$ cat src/design/cffa_pkg.sv
package cffa_pkg;

   // Default sizes of the device bitmap and the file table.
   localparam int CFFA_BLOCKS    = 256;
   localparam int CFFA_MAX_FILES = 16;

   // The scan never goes beyond this many blocks, whatever the bitmap size.
   localparam int MAP_LIMIT = 256;

   // Field widths.
   localparam int KEY_W   = 32;
   localparam int START_W = 8;
   localparam int LEN_W   = 9;
   localparam int IDX_W   = 8;

   // Request commands.
   localparam logic CMD_CREATE = 1'b0;
   localparam logic CMD_DELETE = 1'b1;

   // Result status codes.
   typedef enum logic [2:0] {
      STATUS_OK        = 3'd0,
      STATUS_EXISTS    = 3'd1,
      STATUS_NO_RUN    = 3'd2,
      STATUS_NOT_FOUND = 3'd3,
      STATUS_FULL      = 3'd4
   } status_type;

   // One request transfer.
   typedef struct packed {
      logic               cmd;
      logic [KEY_W-1:0]   file_key;
      logic [LEN_W-1:0]   block_count;
   } req_type;

   // One result transfer.
   typedef struct packed {
      status_type         status;
      logic [START_W-1:0] start_block;
      logic [LEN_W-1:0]   length;
   } rsp_type;

   // One file table entry.
   typedef struct packed {
      logic [KEY_W-1:0]   key;
      logic [START_W-1:0] start;
      logic [LEN_W-1:0]   length;
   } entry_type;

   // Write and clear commands to the file table.
   typedef struct packed {
      logic               wr_en;
      logic               clr_en;
      logic [IDX_W-1:0]   idx;
      entry_type          entry;
   } tbl_cmd_type;

   // Single-bit write command to the block bitmap.
   typedef struct packed {
      logic               wr_en;
      logic               wr_bit;
      logic [IDX_W-1:0]   wr_idx;
   } map_cmd_type;

endpackage

$ cat src/design/contiguous_first_fit_allocator_core.sv
// A request passes through a lookup of the file table, each entry read and then compared,
// stopping early on a key hit; a decision; on create a scan of at most T blocks with
// T = min(total_blocks, BLOCKS, 256); marking or freeing the run block by block; the result.
// The input stalls throughout; the next request is taken in the cycle after the result is
// loaded, later while an earlier result is still stalled. Reset empties the table, sets
// total_blocks to 256 and stalls the input during a clearing pass over the bitmap.
module contiguous_first_fit_allocator_core import cffa_pkg::*; #(
   parameter int BLOCKS    = CFFA_BLOCKS,
   parameter int MAX_FILES = CFFA_MAX_FILES
) (
   input  logic             clock,
   input  logic             reset,
   input  logic             req_valid,
   output logic             req_stall,
   input  req_type          req_data,
   output logic             rsp_valid,
   input  logic             rsp_stall,
   output rsp_type          rsp_data,
   input  logic             csr_wr_en,
   input  logic [LEN_W-1:0] csr_wr_data
);

   localparam int MAP_DEPTH = (BLOCKS < MAP_LIMIT) ? BLOCKS : MAP_LIMIT;
   localparam int MAP_AW    = $clog2(MAP_DEPTH);
   localparam int ENT_AW    = $clog2(MAX_FILES);
   localparam logic [LEN_W-1:0] MAP_DEPTH_L = LEN_W'(MAP_DEPTH);
   localparam logic [LEN_W-1:0] MAX_FILES_L = LEN_W'(MAX_FILES);

   typedef enum logic [5:0] {
      S_IDLE   = 6'b000001,
      S_LOOKUP = 6'b000010,
      S_DECIDE = 6'b000100,
      S_SCAN   = 6'b001000,
      S_FILL   = 6'b010000,
      S_DONE   = 6'b100000
   } state_type;

   state_type            state_ff, state_in;
   logic                 cmd_ff, cmd_in;
   logic [KEY_W-1:0]     key_ff, key_in;
   logic [LEN_W-1:0]     need_ff, need_in;
   logic [ENT_AW-1:0]    ent_idx_ff, ent_idx_in;
   logic                 phase_ff, phase_in;
   logic                 hit_ff, hit_in;
   logic [ENT_AW-1:0]    hit_idx_ff, hit_idx_in;
   logic [START_W-1:0]   hit_start_ff, hit_start_in;
   logic [LEN_W-1:0]     hit_len_ff, hit_len_in;
   logic                 free_found_ff, free_found_in;
   logic [ENT_AW-1:0]    free_idx_ff, free_idx_in;
   logic [LEN_W-1:0]     blk_idx_ff, blk_idx_in;
   logic [LEN_W-1:0]     run_ff, run_in;
   logic [START_W-1:0]   run_start_ff, run_start_in;
   logic [LEN_W-1:0]     cnt_ff, cnt_in;
   logic                 fill_val_ff, fill_val_in;
   rsp_type              res_ff, res_in;
   logic                 rsp_valid_ff, rsp_valid_in;
   rsp_type              rsp_data_ff, rsp_data_in;
   logic [LEN_W-1:0]     total_blocks_ff, total_blocks_in;

   logic [LEN_W-1:0]     dev_size;
   logic [LEN_W-1:0]     step_a, step_b, step_sum;
   logic                 step_reach;
   logic                 map_rd_bit;
   logic                 map_busy;
   map_cmd_type          map_cmd;
   tbl_cmd_type          tbl_cmd;
   entry_type            tbl_rd_entry;
   logic                 tbl_rd_valid;
   logic [START_W-1:0]   start_now;

   // Shared increment and compare unit.
   cffa_step_unit u_step (
      .op_a  (step_a),
      .op_b  (step_b),
      .sum   (step_sum),
      .reach (step_reach)
   );

   // The bitmap is read ahead: its address is the next block index.
   cffa_block_map #(
      .MAP_DEPTH (MAP_DEPTH),
      .MAP_AW    (MAP_AW)
   ) u_map (
      .clock   (clock),
      .reset   (reset),
      .rd_idx  (blk_idx_in[MAP_AW-1:0]),
      .rd_bit  (map_rd_bit),
      .busy    (map_busy),
      .map_cmd (map_cmd)
   );

   cffa_file_table #(
      .MAX_FILES (MAX_FILES),
      .ENT_AW    (ENT_AW)
   ) u_table (
      .clock    (clock),
      .reset    (reset),
      .rd_idx   (ent_idx_ff),
      .rd_entry (tbl_rd_entry),
      .rd_valid (tbl_rd_valid),
      .tbl_cmd  (tbl_cmd)
   );

   // Blocks scanned on create: the configured size, capped by the bitmap.
   assign dev_size = (total_blocks_ff > MAP_DEPTH_L) ? MAP_DEPTH_L : total_blocks_ff;

   // Start of the current free run if this block extends it.
   assign start_now = (run_ff == '0) ? blk_idx_ff[START_W-1:0] : run_start_ff;

   // Operand selection for the shared unit.
   always_comb begin
      step_a = '0;
      step_b = '0;
      if (state_ff == S_LOOKUP) begin
         step_a = LEN_W'(ent_idx_ff);
         step_b = MAX_FILES_L;
      end else if (state_ff == S_SCAN) begin
         step_a = run_ff;
         step_b = need_ff;
      end else if (state_ff == S_FILL) begin
         step_a = cnt_ff;
         step_b = res_ff.length;
      end
   end

   // Request sequencer.
   always_comb begin
      state_in        = state_ff;
      cmd_in          = cmd_ff;
      key_in          = key_ff;
      need_in         = need_ff;
      ent_idx_in      = ent_idx_ff;
      phase_in        = phase_ff;
      hit_in          = hit_ff;
      hit_idx_in      = hit_idx_ff;
      hit_start_in    = hit_start_ff;
      hit_len_in      = hit_len_ff;
      free_found_in   = free_found_ff;
      free_idx_in     = free_idx_ff;
      blk_idx_in      = blk_idx_ff;
      run_in          = run_ff;
      run_start_in    = run_start_ff;
      cnt_in          = cnt_ff;
      fill_val_in     = fill_val_ff;
      res_in          = res_ff;
      rsp_valid_in    = rsp_valid_ff;
      rsp_data_in     = rsp_data_ff;
      total_blocks_in = csr_wr_en ? csr_wr_data : total_blocks_ff;
      map_cmd         = '0;
      tbl_cmd         = '0;

      // The waiting result leaves on a completed transfer.
      if (rsp_valid_ff && !rsp_stall) begin
         rsp_valid_in = 1'b0;
      end

      unique case (state_ff)
         S_IDLE: begin
            if (req_valid && !map_busy) begin
               cmd_in        = req_data.cmd;
               key_in        = req_data.file_key;
               need_in       = req_data.block_count;
               ent_idx_in    = '0;
               phase_in      = 1'b0;
               hit_in        = 1'b0;
               free_found_in = 1'b0;
               state_in      = S_LOOKUP;
            end
         end

         // Each entry is read, then compared.
         S_LOOKUP: begin
            if (!phase_ff) begin
               phase_in = 1'b1;
            end else begin
               phase_in = 1'b0;
               if (tbl_rd_valid && tbl_rd_entry.key == key_ff) begin
                  hit_in       = 1'b1;
                  hit_idx_in   = ent_idx_ff;
                  hit_start_in = tbl_rd_entry.start;
                  hit_len_in   = tbl_rd_entry.length;
                  state_in     = S_DECIDE;
               end else begin
                  if (!tbl_rd_valid && !free_found_ff) begin
                     free_found_in = 1'b1;
                     free_idx_in   = ent_idx_ff;
                  end
                  if (step_reach) begin
                     state_in = S_DECIDE;
                  end else begin
                     ent_idx_in = step_sum[ENT_AW-1:0];
                  end
               end
            end
         end

         S_DECIDE: begin
            res_in   = '{status: STATUS_OK, start_block: '0, length: '0};
            state_in = S_DONE;
            if (cmd_ff == CMD_CREATE) begin
               if (hit_ff) begin
                  res_in.status = STATUS_EXISTS;
               end else if (!free_found_ff) begin
                  res_in.status = STATUS_FULL;
               end else if (need_ff == '0) begin
                  res_in.status = STATUS_NO_RUN;
               end else begin
                  blk_idx_in = '0;
                  run_in     = '0;
                  state_in   = S_SCAN;
               end
            end else begin
               if (!hit_ff) begin
                  res_in.status = STATUS_NOT_FOUND;
               end else begin
                  res_in.start_block = hit_start_ff;
                  res_in.length      = hit_len_ff;
                  tbl_cmd.clr_en     = 1'b1;
                  tbl_cmd.idx        = IDX_W'(hit_idx_ff);
                  blk_idx_in         = {1'b0, hit_start_ff};
                  cnt_in             = '0;
                  fill_val_in        = 1'b0;
                  state_in           = S_FILL;
               end
            end
         end

         // One block per cycle, lowest start first.
         S_SCAN: begin
            if (blk_idx_ff >= dev_size) begin
               res_in.status = STATUS_NO_RUN;
               state_in      = S_DONE;
            end else if (map_rd_bit) begin
               run_in     = '0;
               blk_idx_in = blk_idx_ff + LEN_W'(1);
            end else begin
               run_in       = step_sum;
               run_start_in = start_now;
               blk_idx_in   = blk_idx_ff + LEN_W'(1);
               if (step_reach) begin
                  res_in.start_block = start_now;
                  res_in.length      = need_ff;
                  tbl_cmd.wr_en      = 1'b1;
                  tbl_cmd.idx        = IDX_W'(free_idx_ff);
                  tbl_cmd.entry      = '{key: key_ff, start: start_now, length: need_ff};
                  blk_idx_in         = {1'b0, start_now};
                  cnt_in             = '0;
                  fill_val_in        = 1'b1;
                  state_in           = S_FILL;
               end
            end
         end

         // Mark or free the run, one block per cycle.
         S_FILL: begin
            map_cmd.wr_en  = 1'b1;
            map_cmd.wr_bit = fill_val_ff;
            map_cmd.wr_idx = IDX_W'(blk_idx_ff[MAP_AW-1:0]);
            blk_idx_in     = blk_idx_ff + LEN_W'(1);
            cnt_in         = step_sum;
            if (step_reach) begin
               state_in = S_DONE;
            end
         end

         S_DONE: begin
            if (!rsp_valid_ff || !rsp_stall) begin
               rsp_valid_in = 1'b1;
               rsp_data_in  = res_ff;
               state_in     = S_IDLE;
            end
         end

         default: begin
            state_in = S_IDLE;
         end
      endcase
   end

   // Control registers.
   always_ff @(posedge clock) begin
      if (reset) begin
         state_ff        <= S_IDLE;
         rsp_valid_ff    <= 1'b0;
         total_blocks_ff <= MAP_LIMIT[LEN_W-1:0];
      end else begin
         state_ff        <= state_in;
         rsp_valid_ff    <= rsp_valid_in;
         total_blocks_ff <= total_blocks_in;
      end
   end

   // Working and payload registers, set before each use.
   always_ff @(posedge clock) begin
      cmd_ff        <= cmd_in;
      key_ff        <= key_in;
      need_ff       <= need_in;
      ent_idx_ff    <= ent_idx_in;
      phase_ff      <= phase_in;
      hit_ff        <= hit_in;
      hit_idx_ff    <= hit_idx_in;
      hit_start_ff  <= hit_start_in;
      hit_len_ff    <= hit_len_in;
      free_found_ff <= free_found_in;
      free_idx_ff   <= free_idx_in;
      blk_idx_ff    <= blk_idx_in;
      run_ff        <= run_in;
      run_start_ff  <= run_start_in;
      cnt_ff        <= cnt_in;
      fill_val_ff   <= fill_val_in;
      res_ff        <= res_in;
      rsp_data_ff   <= rsp_data_in;
   end

   assign req_stall = (state_ff != S_IDLE) || map_busy;
   assign rsp_valid = rsp_valid_ff;
   assign rsp_data  = rsp_data_ff;

endmodule

$ cat src/design/cffa_step_unit.sv
module cffa_step_unit import cffa_pkg::*; (
   input  logic [LEN_W-1:0] op_a,
   input  logic [LEN_W-1:0] op_b,
   output logic [LEN_W-1:0] sum,
   output logic             reach
);

   // Shared incrementer and limit compare used by every loop of the sequencer.
   assign sum   = op_a + LEN_W'(1);
   assign reach = (sum >= op_b);

endmodule

$ cat src/design/cffa_block_map.sv
module cffa_block_map import cffa_pkg::*; #(
   parameter int MAP_DEPTH = MAP_LIMIT,
   parameter int MAP_AW    = $clog2(MAP_DEPTH)
) (
   input  logic              clock,
   input  logic              reset,
   input  logic [MAP_AW-1:0] rd_idx,
   output logic              rd_bit,
   output logic              busy,
   input  map_cmd_type       map_cmd
);

   localparam logic [MAP_AW-1:0] LAST_IDX = MAP_AW'(MAP_DEPTH - 1);

   logic              map_mem [MAP_DEPTH];
   logic              rd_bit_ff;
   logic              clr_busy_ff, clr_busy_in;
   logic [MAP_AW-1:0] clr_idx_ff, clr_idx_in;
   logic              wr_en;
   logic              wr_bit;
   logic [MAP_AW-1:0] wr_idx;

   // After reset the bitmap is cleared one block per cycle.
   always_comb begin
      clr_busy_in = clr_busy_ff;
      clr_idx_in  = clr_idx_ff;
      if (clr_busy_ff) begin
         clr_idx_in = clr_idx_ff + MAP_AW'(1);
         if (clr_idx_ff == LAST_IDX) begin
            clr_busy_in = 1'b0;
         end
      end
   end

   always_ff @(posedge clock) begin
      if (reset) begin
         clr_busy_ff <= 1'b1;
         clr_idx_ff  <= '0;
      end else begin
         clr_busy_ff <= clr_busy_in;
         clr_idx_ff  <= clr_idx_in;
      end
   end

   // The write port serves the clearing pass first, then the sequencer.
   assign wr_en  = clr_busy_ff || map_cmd.wr_en;
   assign wr_bit = clr_busy_ff ? 1'b0 : map_cmd.wr_bit;
   assign wr_idx = clr_busy_ff ? clr_idx_ff : map_cmd.wr_idx[MAP_AW-1:0];

   // In-use bitmap, one bit written and one bit read per cycle, registered read data.
   always_ff @(posedge clock) begin
      if (wr_en) begin
         map_mem[wr_idx] <= wr_bit;
      end
      rd_bit_ff <= map_mem[rd_idx];
   end

   assign rd_bit = rd_bit_ff;
   assign busy   = clr_busy_ff;

endmodule

$ cat src/design/cffa_file_table.sv
module cffa_file_table import cffa_pkg::*; #(
   parameter int MAX_FILES = CFFA_MAX_FILES,
   parameter int ENT_AW    = $clog2(MAX_FILES)
) (
   input  logic              clock,
   input  logic              reset,
   input  logic [ENT_AW-1:0] rd_idx,
   output entry_type         rd_entry,
   output logic              rd_valid,
   input  tbl_cmd_type       tbl_cmd
);

   entry_type            entry_mem [MAX_FILES];
   entry_type            rd_entry_ff;
   logic [MAX_FILES-1:0] valid_ff;

   // Entry storage with a registered read port.
   always_ff @(posedge clock) begin
      if (tbl_cmd.wr_en) begin
         entry_mem[tbl_cmd.idx[ENT_AW-1:0]] <= tbl_cmd.entry;
      end
      rd_entry_ff <= entry_mem[rd_idx];
   end

   // Valid bits, cleared at reset.
   always_ff @(posedge clock) begin
      if (reset) begin
         valid_ff <= '0;
      end else if (tbl_cmd.wr_en) begin
         valid_ff[tbl_cmd.idx[ENT_AW-1:0]] <= 1'b1;
      end else if (tbl_cmd.clr_en) begin
         valid_ff[tbl_cmd.idx[ENT_AW-1:0]] <= 1'b0;
      end
   end

   assign rd_entry = rd_entry_ff;
   assign rd_valid = valid_ff[rd_idx];

endmodule
$ cat config.mk
export PLATFORM = sky130hd
export DESIGN_NAME = contiguous_first_fit_allocator_core
export DESIGN_NICKNAME = d
export VERILOG_FILES = /design/src/design/cffa_pkg.sv /design/src/design/contiguous_first_fit_allocator_core.sv /design/src/design/cffa_step_unit.sv /design/src/design/cffa_block_map.sv /design/src/design/cffa_file_table.sv
export SDC_FILE = /design/constraint.sdc
export NUM_CORES = 1
export LEC_CHECK = 0
export BUFFER_PORTS_ARGS = -buffer_cell sky130_fd_sc_hd__buf_2
export CORE_UTILIZATION = 55
export DETAILED_ROUTE_END_ITERATION = 12
export PLACE_DENSITY = 0.7
export SYNTH_ARGS = -nofsm -noshare
export SYNTH_HDL_FRONTEND = slang
export SYNTH_HIERARCHICAL = 1
export SYNTH_SLANG_ARGS = --single-unit
$ cat constraint.sdc
create_clock -name clock -period 12.7 [get_ports clock]
set_input_delay 1.905 -clock clock [delete_from_list [all_inputs] [get_ports clock]]
set_output_delay 1.905 -clock clock [all_outputs]
set_load 0.005 [all_outputs]
==> impl_summary.log <==
INFO  metric htree_levels = 4
INFO  metric grt_pass1_wl = 173000 um
INFO  metric rsz_0062_raised_after_global_routing = false
INFO  metric post_dp_cell_area = 0.0523 mm2
INFO  metric worst_max_slew_pin_slew = 1.24 ns
INFO  metric syn-instance-count = 2877
INFO  metric clock_tree.buffer_depth = 3
INFO  metric clkLatencyLatePin = 0.74 ns
INFO  metric drv_cap = 0
INFO  metric internal-power = 6.92 mW
INFO  metric finalHoldViolCount = 0
INFO  metric final-setup-viol-count = 0
INFO  metric drcViolationCount = 0
INFO  metric die-height = 306 um
INFO  metric highest_clock_rate = 0.117 GHz
INFO  metric cts.reportedPaths.clkPinSlew = 0.06 ns
INFO  metric finalWorstPathRequiredPeriod = 8.58 ns
INFO  metric power_frac_comb = 1.0%
INFO  metric timing.critical_path.fanout_max = 57
INFO  metric vias_in_the_first_global_route = 27200
INFO  metric final_area = 0.0568 mm2
INFO  metric fin_setup_tns = 0 ns
INFO  metric swShare = 19.2%
INFO  metric hold_path_class = reg2reg
INFO  metric post-cts-setup-buffer-count = 0
INFO  metric drive_above_1_share = 20.0%
INFO  metric effective_utilization_at_floorplan = 55.5%
INFO  metric number_of_non_filler_instances_in_the_completed_layout = 4262
INFO  metric timing.setup.critical_path_class = reg2reg
INFO  metric synth.cell_area = 0.0509 mm2
INFO  metric final_common_cell = edfxtp_1
INFO  metric placedCellCount = 4021
INFO  metric core_region_area = 0.0917 mm2
INFO  metric numCtsBuffers = 132
INFO  metric place_congestion = 0.874
INFO  metric vdd_ir_drop_max = 145 uV
INFO  metric synth.avg_cell_area = 17.7 um2
INFO  metric ios = 78
INFO  metric synthesis.nets = 2958
INFO  metric clockRootBuffer = clkbuf_16
INFO  metric power.net_switching = 1.65 mW
INFO  metric cts.repair.resized = 0
INFO  metric post-route-period-util = 67.6%
INFO  metric dp_hpwl = 62400 um
INFO  metric outcome = completed
INFO  metric clock_power_share = 45.9%
INFO  metric power_per_cell_area = 151 mW/mm2
INFO  metric grt_antenna_before_repair = 1
INFO  metric grt_overflow = 0
INFO  metric worstPathRequired = 13.35 ns
INFO  metric power = 8.57 mW
INFO  metric holdWs = 0.403 ns
INFO  metric grt_max_degree = 137
INFO  metric drtPass1Iterations = 8
INFO  metric num_antenna_cells = 0
INFO  metric gr-usage-all-layers = 25.4%
INFO  metric final_cell_mix = edfxtp_1 (1182), nor2_1 (305), mux4_2 (241)
INFO  metric crit_path_dat = 9.23 ns
INFO  metric cp-start-kind = flip-flop
INFO  metric drt_iter0_drc = 2858
INFO  metric synth_warnings = 6
INFO  metric filler_cell_count = 6416
INFO  metric timing.final.max_slew_violations = 0
INFO  metric timing.critical_path.to_type = flip-flop
INFO  metric cts_num_sinks = 1281
INFO  metric vias_per_cell = 6.34
INFO  metric antenna_left = 0
INFO  metric design.die.area = 0.0937 mm2
INFO  metric rows = 111
INFO  metric final.setup_skew = 0.0305 ns
INFO  metric tritoncts = done
INFO  metric flow.area_growth_from_synthesis = 11.6%
INFO  metric dr_total_vias = 27000
INFO  metric route.final.wire_length = 118000 um
INFO  metric power_leakage = 16.5 nW
INFO  metric detail_route.wl_per_cell = 27.6 um
INFO  metric cts-hold-fix-buffers = 0
INFO  metric numPortBuffers = 77
INFO  metric finalNetCount = 3050
INFO  metric share_seq_of_total_power = 53.1%
INFO  metric worst_slew_margin_rel = 17.0%
INFO  metric die_w = 306 um
## layer usage
layer  wire (um)  global-route usage (%)  up-vias
li1            -                       -    11500
met1       47500                    35.4    14000
met2       57500                    41.1     1305
met3        9260                    3.93      200
met4        3430                    9.33        0
met5           0                       0        -
## critical path: stages (launching register included)
cell,delay (ns)
dfxtp_1,0.35
nor4_1,0.43
nand3b_1,0.49
inv_1,0.70
buf_4,0.34
a222oi_1,0.13
inv_1,0.17
ha_1,0.25
nand3_1,0.14
nor2_1,0.13
xor2_1,0.22
ha_1,0.28
a21oi_1,0.16
nor2_1,0.07
a211oi_1,0.23
o21ai_0,0.36
nor2b_1,0.28
nor3_4,0.24
o211ai_2,0.25
and2_1,0.36
o2111ai_4,0.22
buf_4,0.80
nand3b_1,0.67
o22ai_1,0.35
nor3_1,0.08
a2111oi_0,0.44
a311oi_1,0.09
a22oi_1,0.19
## layout make-up
cell class                      count  area (um2)  share of cell area [%]
Timing Repair Buffer              117         698                    1.23
Clock buffer                      172        3630                    6.39
Tap cell                         1186        1480                    2.61
Sequential cell                  1281       37500                    66.0
Multi-Input combinational cell   1374       12400                    21.9
Clock inverter                     69         828                    1.46
Inverter                           63         249                   0.438
## power groups by stage
stage | clock [mW] | sequential (mW) | combinational, mW
floorplan | 0 | 4.64 | 0.0517
global placement | 0 | 4.64 | 0.0808
detailed placement | 0 | 4.64 | 0.0822
CTS | 4.00 | 4.55 | 0.0825
global route | 4.14 | 4.55 | 0.0882
finish | 3.93 | 4.55 | 0.0828
## through the flow
step / util (%) / setup WS (ns)
2_1_floorplan: - / 3.66
3_3_place_gp: 57.1 / 4.60
3_5_place_dp: 57.1 / 4.31
4_1_cts: 61.9 / 4.22
5_1_grt: 61.9 / 3.42
6_report: 61.9 / 4.12
## state kept, by name, indices dropped and copies added (netlist names), 4 cells and up, named ones only
signal / cells
key_ff: 32
res_ff: 20
blk_idx_ff: 9
total_blocks_ff: 9
u_table/entry_mem: 784
run_start_ff: 8
run_ff: 9
cnt_ff: 9
hit_idx_ff: 4
rsp_data: 20
u_map/clr_idx_ff: 8
hit_start_ff: 8
u_table/rd_entry: 49
hit_len_ff: 9
u_map/map_mem: 256
ent_idx_ff: 4
need_ff: 9
free_idx_ff: 4
state_ff: 6
## worst paths after layout
| path | end | slack, ns | startpoint | cells past startpoint |
|---|---|---|---|---|
| max | u_map/rd_bit | 4.12 | state_ff[0] | 27 |
| min | hit_len_ff[7] | 0.40 | u_table/rd_entry[7] | 0 |
| max reg2reg | u_map/rd_bit | 4.12 | state_ff[0] | 27 |
| min reg2reg | hit_len_ff[7] | 0.40 | u_table/rd_entry[7] | 0 |
No activity file was read; power rests on OpenSTA's default activity.
